<file path="config.mk">
export PLATFORM = sky130hd
export DESIGN_NAME = tkf_cell
export DESIGN_NICKNAME = d
export VERILOG_FILES = /design/src/tkf_pkg.sv /design/src/tkf_cell.sv
export SDC_FILE = /design/constraint.sdc
export NUM_CORES = 1
export LEC_CHECK = 0
export BUFFER_PORTS_ARGS = -buffer_cell sky130_fd_sc_hd__clkbuf_2
export CORE_AREA = 3 3 89 91
export DETAILED_ROUTE_END_ITERATION = 8
export DIE_AREA = 0 0 92 94
export PLACE_DENSITY = 0.6
export SLEW_MARGIN = 0
export SYNTH_ARGS = -nofsm -noshare
export SYNTH_HDL_FRONTEND = slang
export SYNTH_SLANG_ARGS = --single-unit
</file>
<file path="constraint.sdc">
create_clock -name clk -period 4 [get_ports clk]
set_input_delay 0.6 -clock clk [delete_from_list [all_inputs] [get_ports clk]]
set_output_delay 0.6 -clock clk [all_outputs]
set_load 0.02 [all_outputs]
</file>
<file path="src/tkf_pkg.sv">
// Shared constants and types for the top-k frequent value tracker.
`timescale 1ns / 1ps
package tkf_pkg;

  localparam int VALUE_BITS  = 10;
  localparam int MAX_K       = 16;
  localparam int COUNT_BITS  = 16;
  localparam int TABLE_DEPTH = 1 << VALUE_BITS;
  localparam int IDX_BITS    = (MAX_K > 1) ? $clog2(MAX_K) : 1;
  localparam int K_BITS      = 5;
  localparam int RANK_BITS   = 4;
  localparam int ADDR_BITS   = 3;
  localparam int DATA_BITS   = 32;

  localparam logic [K_BITS-1:0]     K_RESET   = K_BITS'(4);
  localparam logic [COUNT_BITS-1:0] COUNT_MAX = '1;

  localparam logic [ADDR_BITS-3:0] REG_K = '0;

  typedef struct packed {
    logic                  valid;
    logic [VALUE_BITS-1:0] value;
    logic [COUNT_BITS-1:0] count;
    logic                  above;
    logic                  seen;
  } tkf_link_t;

endpackage

</file>
<file path="src/tkf_cell.sv">
// One rank of the sorted top list: compares against the updated entry and shifts.
`timescale 1ns / 1ps
module tkf_cell (
  input  logic                           clk,
  input  logic                           rst_n,
  input  logic                           upd,
  input  logic [tkf_pkg::VALUE_BITS-1:0] new_value,
  input  logic [tkf_pkg::COUNT_BITS-1:0] new_count,
  input  tkf_pkg::tkf_link_t             prev,
  output tkf_pkg::tkf_link_t             link_o
);

  logic                           valid_r, valid_nxt;
  logic [tkf_pkg::VALUE_BITS-1:0] value_r, value_nxt;
  logic [tkf_pkg::COUNT_BITS-1:0] count_r, count_nxt;
  logic                           own_above;
  logic                           match;
  logic                           take_new;
  logic                           take_prev;

  always_comb begin
    own_above = !valid_r || (new_count > count_r) ||
                ((new_count == count_r) && (new_value < value_r));
    match     = valid_r && (value_r == new_value);
    take_new  = upd && own_above && !prev.above;
    take_prev = upd && prev.above && !prev.seen;
    valid_nxt = valid_r;
    value_nxt = value_r;
    count_nxt = count_r;
    if (take_new) begin
      valid_nxt = 1'b1;
      value_nxt = new_value;
      count_nxt = new_count;
    end else if (take_prev) begin
      valid_nxt = prev.valid;
      value_nxt = prev.value;
      count_nxt = prev.count;
    end
    link_o.valid = valid_r;
    link_o.value = value_r;
    link_o.count = count_r;
    link_o.above = own_above;
    link_o.seen  = prev.seen | match;
  end

  always_ff @(posedge clk) begin
    if (!rst_n) begin
      valid_r <= 1'b0;
    end else begin
      valid_r <= valid_nxt;
    end
  end

  always_ff @(posedge clk) begin
    value_r <= value_nxt;
    count_r <= count_nxt;
  end

endmodule

</file>
Word-level counts from Yosys, hierarchy flattened
Index checks and enable logic that the tools add are counted.
Storage, ports and cells
  input port bits: 58
  output and inout port bits: 29
  register bits: 27
  word-level logic and storage cells: 26
Cells by class
  $lt $le $gt $ge: 2
  reduce and logical (&&, ||, !) cells: 12
  equality and inequality tests: 2
  bitwise operators: 1
  multiplexer cells: 6
Operator list (count)
  2-to-1 mux 16 bit: 2
  2-to-1 mux 10 bit: 2
  == test 16 bit: 1
  greater-than comparator 16 bit: 1
  == test 10 bit: 1
  < comparator 10 bit: 1
  logical AND 1 bit: 6
  logical NOT 1 bit: 3
  logical OR 1 bit: 2
  2-to-1 mux 1 bit: 2
  nonzero test 2 bit: 1
  OR 1 bit: 1

Depth between registers and ports, before layout
  depth in word-level cells: 6
  mapped depth: 9
  mapped depth without buffers: 8

Worst setup path before layout
No wires, ideal clock.
  kind: input-to-reg
  start point: input port new_count[15] (netlist bit)
  end point: register count_r[0] (netlist bit) (enable)
  stages on the path: 6
  arrival time: 2.587 ns
  buffers on the path: 0
  data required time: 3.614 ns
  slack: 1.028 ns
  setup time: 0.386 ns
  cell sequence: ha_1 nand4_4 nor4_4 nand4_2 o31ai_4 o311a_1
Between the ends
  longest elaborated chain between the ends: 6
  elaborated cells between the ends (all ways): 8
  classes of those cells: order compare (1); eq/ne (1); reduce/logical (6)
RTL lines
  start: declaration: RTL line tkf_cell.sv:8  | input logic [tkf_pkg::COUNT_BITS-1:0] new_count,
  greater-than comparator 16 bit / == test 16 bit (equally long branches): RTL line tkf_cell.sv:22, tkf_cell.sv:23
  logical OR 1 bit / logical AND 1 bit (equally long branches): RTL line tkf_cell.sv:22, tkf_cell.sv:23
  logical OR 1 bit *: RTL line tkf_cell.sv:22  | own_above = !valid_r || (new_count > count_r) ||
  logical AND 1 bit * (2 in series): RTL line tkf_cell.sv:25  | take_new = upd && own_above && !prev.above;
  nonzero test 2 bit (no line) *
  end signal: assignment: RTL line tkf_cell.sv:56  | count_r <= count_nxt;
  end: declaration: RTL line tkf_cell.sv:15  | logic [tkf_pkg::COUNT_BITS-1:0] count_r, count_nxt;
Mark *: on every way between the ends. The rest lies on a longest branch, timed or not.
A chain may end at the register's enable or synchronous reset.

==> metrics.md <==
| Metric | Value |
|---|---|
| Worst setup EP type | output pin |
| Synth area leaders | edfxtp_1 (39%), ha_1 (16%), mux2_4 (14%) |
| Max-slew headroom | roughly three fifths |
| R2R setup slack | 1120 ps |
| Worst-path clk slew | approximately 100 ps |
| CTS resizes | 0 |
| FF+latch count, synth | 27 |
| Worst skew pair latency | 270 ps |
| Cell with the most instances after synthesis | inv_1 |
| LEAKAGE | 1.34 nW |
| Remaining global-route overflow | 0 |
| Net count after synthesis | 242 |
| Synth top area share | 39.2% |
| Final setup violation count | 0 |
| Total of max-cap violations | 0 |
| Critical path's largest stage delay | 360 ps |
| Fmax | between 0.3 and 0.4 GHz |
| Status | finished clean |
| Tcrit/Tclk final | 75.8% |
| Vias/cell | roughly 4.2 |
| Num rows | 31 |
| Synth unique cells | 34 |
| CP startpoint kind | primary input |
| HPWL after DPL | between 3000 and 4000 um |
| Layout cells sized above 1 | 50.8% |
| Syn. warnings | 0 |
| Critical Path Most Common Cell | clkbuf_2 |
| P&R area growth vs syn | 29.4% |
| Data required, critical path | 3400 ps |
| Fillcell total | 785 |
| Die Span X | 92 um |
| EDFF count, synth | 26 |
| Die Y-Extent | 94 um |
| Crit path max-delay family | simple AND/OR/NAND/NOR gates |
| Nets@finish | between 300 and 400 |
| WL/cell | roughly 13 um |
| Max Transition Viols Final | 0 |
| Crit-path cells | clkbuf_2 -> ha_1 -> nand4_4 -> nor2_1 -> or3_1 -> o31a_1 -> or2_2 -> clkbuf_2 |
| Synth async-reset ratio | 0% |
| Initial antenna violation count | 0 |
| Post-layout min period | between 3000 and 4000 ps |
| Total vias in the final route | 1458 |
| WP buf/inv | 2 |
| Worst Setup Slack, final | 969 ps |
| Fin Setup TNS | 0 ps |
| Worst R2R Start | count_r[13] |
| Critical path class | in -> out |
| Worst-case clock buffer depth | 2 |
| Gpl congestion | 0.712 |
| Synth Instances | about 160 |
| Drt drc | 0 |
| Routed Antenna Nets | 0 |
| Pre-CTS WS | 724 ps |
| TritonCTS buffer count | 3 |
| I/O Buffers | 86 |
| CP Capture Point | link_o[1] |
| Routed WL | ~4500 um |
| Pre-Repair DR Iteration Count | 3 |
| First-pass GRT wire length | 7180 um |
| Levels on crit path | 8 |
| HP Class | in -> reg |
| Hold Fails Final Rpt | 0 |
| Initial Util | between 20 and 30% |
| Pwr Total | ~720 uW |
| CTS sink count | 27 |
| Starting DRT DRC Count | between 50 and 60 |
| Ant diodes | 0 |
| DIE AREA | 0.00865 mm2 |
| Commonest cells post-synth | inv_1 (28), edfxtp_1 (26), ha_1 (26) |
| Worst vdd ir | 0.000119 V |
| # IOs | 87 |
| CP Data Arrival Time | 2430 ps |
| Top FF cell, synth | edfxtp_1 |
| CTS tree | built |
| Crit. Startpoint | new_count[15] |
| Largest net degree at the start of global routing | 16 |
| Cell area after synthesis | 0.00199 mm2 |
| Vias in the first global route | 1486 |
| Worst-margin pin slew | 576 ps |
| H-tree depth | 1 |
| P per Cell Area | 281 mW/mm2 |
| Post-Syn Area per Cell | 12.6 um2 |
| Register area share after synthesis | 40.2% |
| R2r worst-path depth | 8 |
| RSZ-0062 raised after global routing | false |
| Postcts setup bufs | 0 |
| Largest area contributor in the netlist | edfxtp_1 |
| GR Util All Layers | 10.6% |
| Slowest CP cell | o31a_1 |
| Core ar. | 0.00721 mm2 |
| CTS Root Cell | clkbuf_8 |
| Critical Path Fanout Max | 4 |
| Worst R2R End | count_r[5] |
| Hold bufs inserted after CTS | 0 |
| Skew final | 4.55 ps |
-- metal layers --
metal | share of wire [%] | vias to the layer above | track usage, %
met1 | 46 | 650 | 13.8
met4 | 0.43 | 0 | 1.86
met3 | 7.3 | 2 | 2.96
met2 | 46 | 50 | 17.8
li1 | - | 756 | -
met5 | 0 | - | 0
-- layout make-up --
class	count	area [um2]	area share, %
multi-input combinational	99	1040	40.4
sequential	27	801	31.1
timing repair buffer	90	460	17.9
tap	99	124	4.81
inverter	28	105	4.08
clock buffer	3	41.3	1.60
clock inverter	1	5.00	0.194
-- stage by stage --
step	hold slack [ps]	std cells	util, %	instance area, um2
after floorplan	574	158	-	1990
after global placement	649	343	35.1	2530
after detailed placement	649	343	35.1	2530
after CTS	541	347	35.7	2580
after global routing	532	347	35.7	2580
final	550	347	35.7	2580
-- flip-flops by register name, summed over array words and instances, names as in the netlist --
name	count
valid_r	1
count_r	16
value_r	10
-- cells in the final DEF (no fill, tap or decap), types with 3 or more instances in the layout --
master	Yosys	final
clkbuf_2	0	86
a21o_1	4	4
mux2_4	19	19
clkbuf_8	0	3
nand4_1	3	3
ha_1	26	26
o21ai_0	3	3
nor2_1	4	4
inv_1	28	28
buf_4	2	4
edfxtp_1	26	26
a21oi_1	6	6
mux2_2	7	7
nand2_1	4	4
-- worst min path at each step --
stage	slack (ps)	cells past startpoint	startpoint	endpoint
after floorplan	570	2	valid_r	valid_r
after global placement	650	2	valid_r	valid_r
after detailed placement	650	2	valid_r	valid_r
after CTS	540	2	rst_n	valid_r
after global routing	530	2	rst_n	valid_r
final	550	2	rst_n	valid_r
-- cells by family after synthesis --
group / share of synthesized area (%)
mux: 18.8
flops: 40.2
simple gates: 7.54
buf+inv: 7.54
fa+ha+maj: 16.3
compound gates: 9.55
-- where the power goes --
group          switching (mW)  leakage, nW  internal [mW]  total, mW
logic                   0.114         1.06          0.103      0.217
clock network          0.0888       0.0255         0.0698      0.159
registers              0.0111        0.257          0.337      0.348
total                   0.214         1.34          0.510      0.723
No activity file was read; power rests on OpenSTA's default activity.
